$ cat config.mk
export PLATFORM = sky130hd
export DESIGN_NAME = dwsa_cfg
export DESIGN_NICKNAME = d
export VERILOG_FILES = /design/src/rtl/dwsa_pkg.sv /design/src/rtl/dwsa_cfg.sv
export SDC_FILE = /design/constraint.sdc
export NUM_CORES = 1
export LEC_CHECK = 0
export ABC_AREA = 0
export BUFFER_PORTS_ARGS = -buffer_cell sky130_fd_sc_hd__clkbuf_2
export CORE_MARGIN = 2
export CORE_UTILIZATION = 40
export CTS_CLUSTER_DIAMETER = 80
export DETAILED_ROUTE_END_ITERATION = 10
export PLACE_DENSITY = 0.78
export RECOVER_POWER = 100
export SLEW_MARGIN = 20
export SYNTH_ARGS = -nofsm -noshare
export SYNTH_HDL_FRONTEND = slang
export SYNTH_SLANG_ARGS = --single-unit
$ cat constraint.sdc
create_clock -name i_clk -period 3.55 [get_ports i_clk]
set_clock_uncertainty 0.05 [all_clocks]
set_input_delay 0.71 -clock i_clk [delete_from_list [all_inputs] [get_ports i_clk]]
set_output_delay 0.71 -clock i_clk [all_outputs]
set_load 0.005 [all_outputs]
$ cat src/rtl/dwsa_pkg.sv
// Shared types and codes of the diamond window sum and maximum search block.
package dwsa_pkg;

    // Result kinds, as carried on the master-side tuser.
    localparam logic [1:0] KIND_SUMMARY = 2'd0;
    localparam logic [1:0] KIND_POS     = 2'd1;
    localparam logic [1:0] KIND_NONE    = 2'd2;

    // Register indexes (byte address is four times the index).
    localparam logic [1:0] REG_ROWS   = 2'd0;
    localparam logic [1:0] REG_COLS   = 2'd1;
    localparam logic [1:0] REG_RADIUS = 2'd2;

    // Raw register contents plus a pulse that marks an accepted write.
    typedef struct packed {
        logic       wr;
        logic [7:0] rows;
        logic [7:0] cols;
        logic [4:0] radius;
    } t_cfg;

endpackage

$ cat src/rtl/dwsa_cfg.sv
// Configuration register file behind the APB-style port.
module dwsa_cfg (
    input  logic               i_clk,
    input  logic               i_rst_n,
    input  logic               i_psel,
    input  logic               i_penable,
    input  logic               i_pwrite,
    input  logic [3:0]         i_paddr,
    input  logic [31:0]        i_pwdata,
    output logic [31:0]        o_prdata,
    output logic               o_pready,
    output dwsa_pkg::t_cfg     o_cfg
);

    logic [7:0] r_rows;
    logic [7:0] r_cols;
    logic [4:0] r_radius;
    logic       w_wr;
    logic       w_hit;

    assign o_pready = 1'b1;
    assign w_wr     = i_psel & i_penable & i_pwrite;

    always_comb begin
        w_hit    = 1'b0;
        o_prdata = 32'd0;
        case (i_paddr[3:2])
            dwsa_pkg::REG_ROWS: begin
                w_hit    = 1'b1;
                o_prdata = {24'd0, r_rows};
            end
            dwsa_pkg::REG_COLS: begin
                w_hit    = 1'b1;
                o_prdata = {24'd0, r_cols};
            end
            dwsa_pkg::REG_RADIUS: begin
                w_hit    = 1'b1;
                o_prdata = {27'd0, r_radius};
            end
            default: begin
                w_hit    = 1'b0;
                o_prdata = 32'd0;
            end
        endcase
    end

    always_ff @(posedge i_clk) begin
        if (!i_rst_n) begin
            r_rows   <= 8'd1;
            r_cols   <= 8'd1;
            r_radius <= 5'd1;
        end else if (w_wr) begin
            case (i_paddr[3:2])
                dwsa_pkg::REG_ROWS:   r_rows   <= i_pwdata[7:0];
                dwsa_pkg::REG_COLS:   r_cols   <= i_pwdata[7:0];
                dwsa_pkg::REG_RADIUS: r_radius <= i_pwdata[4:0];
                default: ;
            endcase
        end
    end

    // The write pulse is seen in the same cycle the register is written.
    assign o_cfg.wr     = w_wr & w_hit;
    assign o_cfg.rows   = r_rows;
    assign o_cfg.cols   = r_cols;
    assign o_cfg.radius = r_radius;

endmodule

==> reports/metrics.yaml, run 1 <==
finalSetupViolCount: 0
clock-root-buffer: "clkbuf_4"
power_density_nw_per_um2: 310
leakage_nw: 0.641
fmax_mhz: 376
grt_first_pass_wirelength_microns: 3400
boundaryPins: 96
vdd.ir_drop.worst_uv: 215
postCtsSetupBuffers: 0
multi_input_area_sq_um: 601
avgSynthCellArea_sq_um: 8.93
crit_start: "i_paddr[2]"
drtAntennaViolNets: 0
async_reset_ff_share_pct: 0
detail_route.first_pass.iterations: 4
finalSetupTns_ns: 0
grt_use_total_pct: 13.1
seqCellArea_sq_um: 420
grt_pass1_vias: 744
cts_buffers: 3
htree_num_levels: 1
yosysTopAreaCell: "dfxtp_1"
grt_max_degree: 30
drv_slew: 9
clk_pin_slew_ns: 0.13
postCtsHoldBufs: 0
worstHoldPathType: "flop to flop"
yosys_warnings: 0
crit_path_start_kind: "input pin"
core_area_sq_um: 2760
max_cap_viol_count: 1
yosysMostFrequentCell: "nand2_1"
dp_hpwl_microns: 1670
netlist.area_leader.share_pct: 35.9
critPathRequiredTime_ns: 2.79
path_class: "input pin to output pin"
via_count: 897
port_buffers: 44
clock-sinks: 21
vias_per_cell: 4.44
busiest_layer: "met2"
met3_usage_pct: 3.13
synth-seq-cells: 21
ctsResizeCount: 0
synth_area_leaders: "dfxtp_1 (36%), mux2i_1 (25%), buf_4 (16%)"
yosysUniqueCellTypes: 16
fin_crit_ns: 2.66
worst_ep_arrival_time_ns: 1.90
overflow: 0
violations: "capacitance limit, slew limit"
synth_edf_count: 0
synthTopCellsByCount: "nand2_1 (30), mux2i_1 (29), buf_4 (25)"
worst-path-max-fanout: 13
slew_headroom_pct: -4.65
fillCellCount: 300
area_growth_pct: 10.8
tightest_slew_ns: 1.56
syn_area_sq_um: 1170
syn_inst: 131
fp.dieW_microns: 58.1
ys.flop_type: "dfxtp_1"
rsz0062_at_grt: "false"
met2_usage_pct: 20.3
clk_latency_ns: 0.30
die_area_sq_um: 3370
regToRegSetupSlack_ns: 2.84
wl_microns: 2240
rows: 19
wl_per_cell_microns: 11.1
diodes: 0
grt_util_met1_pct: 18.5
antenna_found_initial: 0
nets: 213
drtIter0Drc: 8
hold_viol: 0
gp_congestion: 0.686
timing.rr.start: "r_rows[0]$_SDFFE_PN1P_"
route.detailed.drc: 0
initial_core_util_pct: 42.4
outcome: "finished, violations left"
cts_buffer_depth: 2
die_h_microns: 58.1
final.period_utilization_pct: 74.8
finalPower_mw: 0.402
min_from: "r_radius[3]$_SDFFE_PN0P_"
cts_tree: "built"
final_layout_size_suffix_gt1_share_pct: 23.4
end_kind: "output pin"
synth-seq-area-share_pct: 35.9
==> worst max-delay path, stage by stage <==
cell and delay [ns]:
clkbuf_1 0.60, nor2b_1 0.24, nand2_1 0.12, o21ai_0 0.09, clkbuf_2 0.13
==> worst paths after layout <==
path	to	depth (start not counted)
worst max register to register	r_rows[0]$_SDFFE_PN1P_	2
worst min register to register	r_radius[3]$_SDFFE_PN0P_	2
worst min-delay path	r_radius[3]$_SDFFE_PN0P_	2
worst max-delay path	o_prdata[4]	5
==> where the power goes <==
part	total (mW)	internal [mW]	switching, mW
sequential	0.241	0.239	0.00224
combinational	0.0452	0.0169	0.0283
clock	0.116	0.0420	0.0738
total	0.402	0.298	0.104
==> flip-flops by register name, indices dropped and copies added, names as in the netlist <==
| register | flops |
|---|---|
| r_cols | 8 |
| r_rows | 8 |
| r_radius | 5 |
==> per-stage QoR <==
step,hold slack (ns),setup WS [ns],cells,instance area (sq um),utilization (%)
2_1_floorplan,0.413,1.42,154,1260,-
3_3_place_gp,0.410,1.08,198,1300,47.0
3_5_place_dp,0.413,1.06,198,1300,47.0
4_1_cts,0.434,1.04,202,1320,48.0
5_1_grt,0.451,0.756,202,1300,47.0
6_report,0.430,0.894,202,1300,47.0
==> per-layer routing <==
metal  vias up  share of wire, %
li1        457                 -
met1       396                47
met2        44                44
met3         0               8.5
met4         0                 0
met5         -                 0
==> cells in the final DEF (no fill, tap or decap), types with 3 or more instances in the layout <==
cell type / count
clkbuf_1: 9
clkbuf_2: 35
clkbuf_4: 3
conb_1: 25
dfxtp_1: 21
mux2i_1: 29
nand2_1: 30
nor2_1: 3
nor2b_1: 5
o21ai_0: 5
==> cell families (layout without fill, tap and decap cells) <==
| logic type | Yosys count | count (layout) | share of synthesized area (%) |
|---|---|---|---|
| AOI/OAI and AO/OA | 6 | 6 | 2.57 |
| DFF | 21 | 21 | 35.9 |
| and+or+nand+nor | 42 | 42 | 17.3 |
| buffers and inverters | 31 | 48 | 18.7 |
| other | 2 | 25 | 0.642 |
| muxes | 29 | 29 | 24.8 |
==> cell type report <==
class	count	share of cell area (%)
Timing Repair Buffer	44	16.1
Clock buffer	3	1.74
Clock inverter	1	0.386
Multi-Input combinational cell	102	46.3
Sequential cell	21	32.4
Tap cell	31	2.99
No activity file was read; power rests on OpenSTA's default activity.
==> run 2, diff against run 1 <==
- CORE_UTILIZATION: 40 -> 38
- PLACE_DENSITY: 0.78 -> 0.75
- clock period: 3.55 -> 2.62 ns (I/O delays scaled with it)
==> reports/metrics.yaml, run 2 (synthesis results as in run 1) <==
fmax_mhz: 443
area_growth_pct: 10.8  # unchanged
hold_viol: 0  # unchanged
fp.dieW_microns: 59.5  # +2.4%
p_int_mw: 0.406  # +36%
power_density_nw_per_um2: 419  # +35%
route.detailed.drc: 0  # unchanged
final_layout_size_suffix_gt1_share_pct: 20.3  # -3.0 points
die_h_microns: 59.5  # +2.4%
dp_hpwl_microns: 1710  # +2.4%
r2r_end: "r_rows[0]$_SDFFE_PN1P_"
worst_ep_arrival_time_ns: 2.34  # +0.44 ns
regToRegSetupSlack_ns: 1.89  # -0.95 ns
antenna_found_initial: 0  # unchanged
rows: 20  # +1
worst-path-max-fanout: 12  # -1
grt_max_degree: 30  # unchanged
min_from: "i_pwdata[6]"
clk_latency_ns: 0.29  # about the same
seq_power_share_pct: 60.1  # about the same
max_cap_viol_count: 1  # unchanged
port_buffers: 44  # unchanged
clkPwrFrac_pct: 28.4  # -0.4 points
swShare_pct: 25.3  # -0.69 points
via_count: 918  # +2.3%
tightest_slew_ns: 1.55  # -0.00805 ns
postCtsSetupBuffers: 0  # unchanged
drtAntennaViolNets: 0  # unchanged
fin_crit_ns: 2.26
worstHoldPathType: "input pin to flop"
drv_slew: 9  # unchanged
fin_area_sq_um: 1300  # unchanged
final_cell_mix: "clkbuf_2 (31), nand2_1 (30), mux2i_1 (29)"
detail_route.first_pass.iterations: 4  # unchanged
cts_buffers: 3  # unchanged
gp_congestion: 0.651  # -5.0%
finalSetupTns_ns: 0  # unchanged
clock-root-buffer: "clkbuf_4"
initial_core_util_pct: 39.3  # -3.1 points
cts_buffer_depth: 2  # unchanged
crit_path_start_kind: "input pin"
outcome: "finished, violations left"
boundaryPins: 96  # unchanged
grt_use_total_pct: 13.4  # +0.32 points
vdd.ir_drop.worst_uv: 150  # -30%
critPathRequiredTime_ns: 2.70  # -0.09 ns
pwr-share-comb_pct: 11.4  # +0.2 points
post_dp_cell_area_sq_um: 1310  # +0.77%
violations: "capacitance limit, slew limit"
core_area_sq_um: 2980  # +8.0%
finalSetupViolCount: 0  # unchanged
cts_tree: "built"
overflow: 0  # unchanged
grt_pass1_vias: 794  # +6.7%
drtIter0Drc: 19  # +11
slew_headroom_pct: -4.11  # +0.54 points
end_kind: "flop"
final_common_cell: "clkbuf_2"
timing.rr.start: "r_rows[0]$_SDFFE_PN1P_"
rr_worst_depth: 2  # unchanged
rsz0062_at_grt: "false"
hold_end: "r_cols[6]$_SDFFE_PN0P_"
postCtsHoldBufs: 0  # unchanged
grt_first_pass_wirelength_microns: 3510  # +3.1%
ctsResizeCount: 0  # unchanged
clk_pin_slew_ns: 0.11  # -0.02 ns
path_class: "input pin to flop"
leakage_nw: 0.625  # -2.5%
switchingPower_mw: 0.137  # +31%
vias_per_cell: 4.48  # +0.84%
htree_num_levels: 1  # unchanged
nets: 214  # +0.47%
holdPathStages: 3  # +1
biggestRegsByFlops: "r_cols x8, r_rows x8, r_radius x5"
diodes: 0  # unchanged
wl_microns: 2340  # +4.4%
crit_start: "i_paddr[2]"
die_area_sq_um: 3540  # +4.9%
wl_per_cell_microns: 11.4  # +2.9%
final.period_utilization_pct: 86.1
clock-sinks: 21  # unchanged
-- run 2: worst max-delay path, cell delays in order --
cell      delay [ns]
clkbuf_1        0.08
clkbuf_2        0.26
nor3_1          1.28
mux2i_1         0.19
-- run 2: cell type report --
type | instances | area, sq um
fillers | 330 | 1680
multi-input cells | 102 | 601
flip-flops and latches | 21 | 420
repair buffers | 45 | 208
well taps | 33 | 41.3
clock buffers | 4 | 26.3
-- run 2: stage by stage --
stage | util [%] | total power, mW | setup WS, ns | instances | hold WS [ns]
2_1_floorplan | - | 0.400 | 0.865 | 154 | 0.413
3_3_place_gp | 43.9 | 0.398 | 0.442 | 201 | 0.409
3_5_place_dp | 43.9 | 0.399 | 0.447 | 201 | 0.414
4_1_cts | 44.7 | 0.553 | 0.436 | 205 | 0.413
5_1_grt | 43.5 | 0.573 | 0.274 | 205 | 0.405
6_report | 43.5 | 0.543 | 0.364 | 205 | 0.414
-- run 2: metal layers --
layer / up-vias / track usage [%] / routed length, microns
li1: 459 / - / -
met1: 426 / 16.8 / 1050
met2: 31 / 22.3 / 1120
met3: 2 / 2.62 / 151
met4: 0 / 5.84 / 17
met5: - / 0 / 0
-- run 2: power groups by stage --
stage               logic [mW]  registers, mW  clock network (mW)
floorplan               0.0663          0.334                   0
global placement        0.0647          0.334                   0
detailed placement      0.0651          0.334                   0
CTS                     0.0654          0.326               0.161
global route            0.0706          0.327               0.176
finish                  0.0619          0.326               0.154
-- run 2: worst max-delay path by stage --
stage	slack [ns]	cells after the start	to
6_report	0.36	4	r_rows[4]$_SDFFE_PN0P_
5_1_grt	0.27	4	r_rows[4]$_SDFFE_PN0P_
4_1_cts	0.44	5	o_prdata[1]
3_5_place_dp	0.45	5	o_prdata[1]
3_3_place_gp	0.44	5	o_prdata[1]
2_1_floorplan	0.87	4	o_prdata[0]
==> run 3, diff against run 2 <==
- CORE_ASPECT_RATIO: not set -> 1.2
==> reports/metrics.yaml, run 3 (synthesis results as in run 1) <==
outcome: "finished, violations left"
violations: "capacitance limit, slew limit"
setup_ws_ns: 0.422  # +0.0579 ns
clock-sinks: 21  # unchanged
postCtsSetupBuffers: 0  # unchanged
timing.rr.start: "r_rows[0]$_SDFFE_PN1P_"
max_cap_viol_count: 1  # unchanged
hold_end: "r_cols[6]$_SDFFE_PN0P_"
worst-path-max-fanout: 9  # -3
route.detailed.drc: 0  # unchanged
dp_hpwl_microns: 1670  # -2.0%
leakage_nw: 0.644  # +3.2%
crit_chain: "clkbuf_2, buf_4, nor3_1, mux2i_1"
final.period_utilization_pct: 83.9  # -2.2 points
initial_core_util_pct: 39.0  # -0.29 points
clk_pin_slew_ns: 0.11  # about the same
overflow: 0  # unchanged
vdd.ir_drop.worst_uv: 208  # +38%
cp_slowest_stage_delay_ns: 1.21  # -0.07 ns
nets: 215  # +0.47%
grt_pass1_vias: 745  # -6.2%
grt_use_total_pct: 12.7  # -0.71 points
grt_max_degree: 30  # unchanged
wl_microns: 2250  # -3.9%
drtIter0Drc: 9  # -10
wl_per_cell_microns: 10.8  # -5.7%
grt_first_pass_wirelength_microns: 3280  # -6.5%
biggestRegsByFlops: "r_cols x8, r_rows x8, r_radius x5"
core_area_sq_um: 3000  # +0.76%
power_density_nw_per_um2: 409  # -2.4%
regToRegSetupSlack_ns: 1.92  # +0.03 ns
ctsResizeCount: 0  # unchanged
crit_path_start_kind: "input pin"
final_cell_mix: "clkbuf_2 (34), nand2_1 (30), mux2i_1 (29)"
rsz0062_at_grt: "false"
fmax_mhz: 455  # +2.6%
utilization_pct: 43.8  # +0.30 points
vias_per_cell: 4.39  # -1.9%
die_h_microns: 64.8  # +8.9%
htree_num_levels: 1  # unchanged
path_class: "input pin to flop"
postCtsHoldBufs: 0  # unchanged
final_common_cell: "clkbuf_2"
slew_headroom_pct: -3.39  # +0.72 points
holdPathStages: 3  # unchanged
r2r_end: "r_rows[0]$_SDFFE_PN1P_"
antenna_found_initial: 0  # unchanged
cts_buffers: 3  # unchanged
min_from: "i_pwdata[6]"
clock-root-buffer: "clkbuf_4"
finalSetupTns_ns: 0  # unchanged
end_kind: "flop"
rows: 22  # +10%
diodes: 0  # unchanged
critPathRequiredTime_ns: 2.80  # +0.10 ns
detail_route.first_pass.iterations: 2  # -2
cts_buffer_depth: 2  # unchanged
via_count: 918  # unchanged
boundaryPins: 96  # unchanged
drv_slew: 9  # unchanged
die_area_sq_um: 3540  # about the same
cts_tree: "built"
drtAntennaViolNets: 0  # unchanged
fp.dieW_microns: 54.7  # -8.1%
final_layout_size_suffix_gt1_share_pct: 23.1  # +2.8 points
hold_viol: 0  # unchanged
worst_ep_arrival_time_ns: 2.38  # +0.04 ns
crit_slowest_cell: "nor3_1"
tightest_slew_ns: 1.54  # -0.0107 ns
worstHoldPathType: "input pin to flop"
finalSetupViolCount: 0  # unchanged
port_buffers: 44  # unchanged
rr_worst_depth: 2  # unchanged
timing.hold.ws_ns: 0.428  # +0.0137 ns
fin_crit_ns: 2.20  # -0.0579 ns
finalPower_mw: 0.537  # -0.97%
area_growth_pct: 12.4
clk_latency_ns: 0.29  # about the same
detailedPlace.worstSlack_ns: 0.607  # +0.160 ns
gp_congestion: 0.682  # +4.8%
run 3: worst max path at each step:
stage | start | endpoint | slack (ns) | depth (start not counted)
2_1_floorplan | i_paddr[3] | o_prdata[0] | 0.87 | 4
3_3_place_gp | i_paddr[2] | o_prdata[0] | 0.62 | 5
3_5_place_dp | i_paddr[2] | o_prdata[0] | 0.61 | 5
4_1_cts | i_paddr[2] | o_prdata[0] | 0.60 | 5
5_1_grt | i_paddr[2] | r_rows[1]$_SDFFE_PN0P_ | 0.26 | 4
6_report | i_paddr[2] | r_rows[2]$_SDFFE_PN0P_ | 0.42 | 4
run 3: metal layers:
metal / share of wire (%) / track usage [%] / vias to the layer above
met1: 45 / 16.2 / 415
met5: 0 / 0 / -
met3: 6.3 / 0.691 / 2
met2: 48 / 21.7 / 39
li1: - / - / 462
met4: 1.0 / 4.69 / 0
run 3: where the power goes:
| group | internal, mW | switching, mW | leakage [nW] | total [mW] |
|---|---|---|---|---|
| registers | 0.323 | 0.00295 | 0.170 | 0.326 |
| logic | 0.0247 | 0.0395 | 0.460 | 0.0641 |
| clock network | 0.0591 | 0.0880 | 0.0150 | 0.147 |
run 3: area by class of cell:
class	instances	area (sq um)
Multi-Input combinational cell	102	601
Sequential cell	21	420
Clock buffer	4	26.3
Timing Repair Buffer	46	223
Fill cell	321	1690
Tap cell	36	45.0
run 3: metrics by stage:
stage,instance area (sq um),instances
finish,1320,209
global route,1320,209
CTS,1340,209
detailed placement,1320,205
global placement,1320,205
floorplan,1260,154
run 3: worst max-delay path, delay by kind of cell:
family / cells / cell delay, ns
multiplexers: 1 / 0.28
AND/OR/NAND/NOR: 1 / 1.21
buffers and inverters: 2 / 0.36
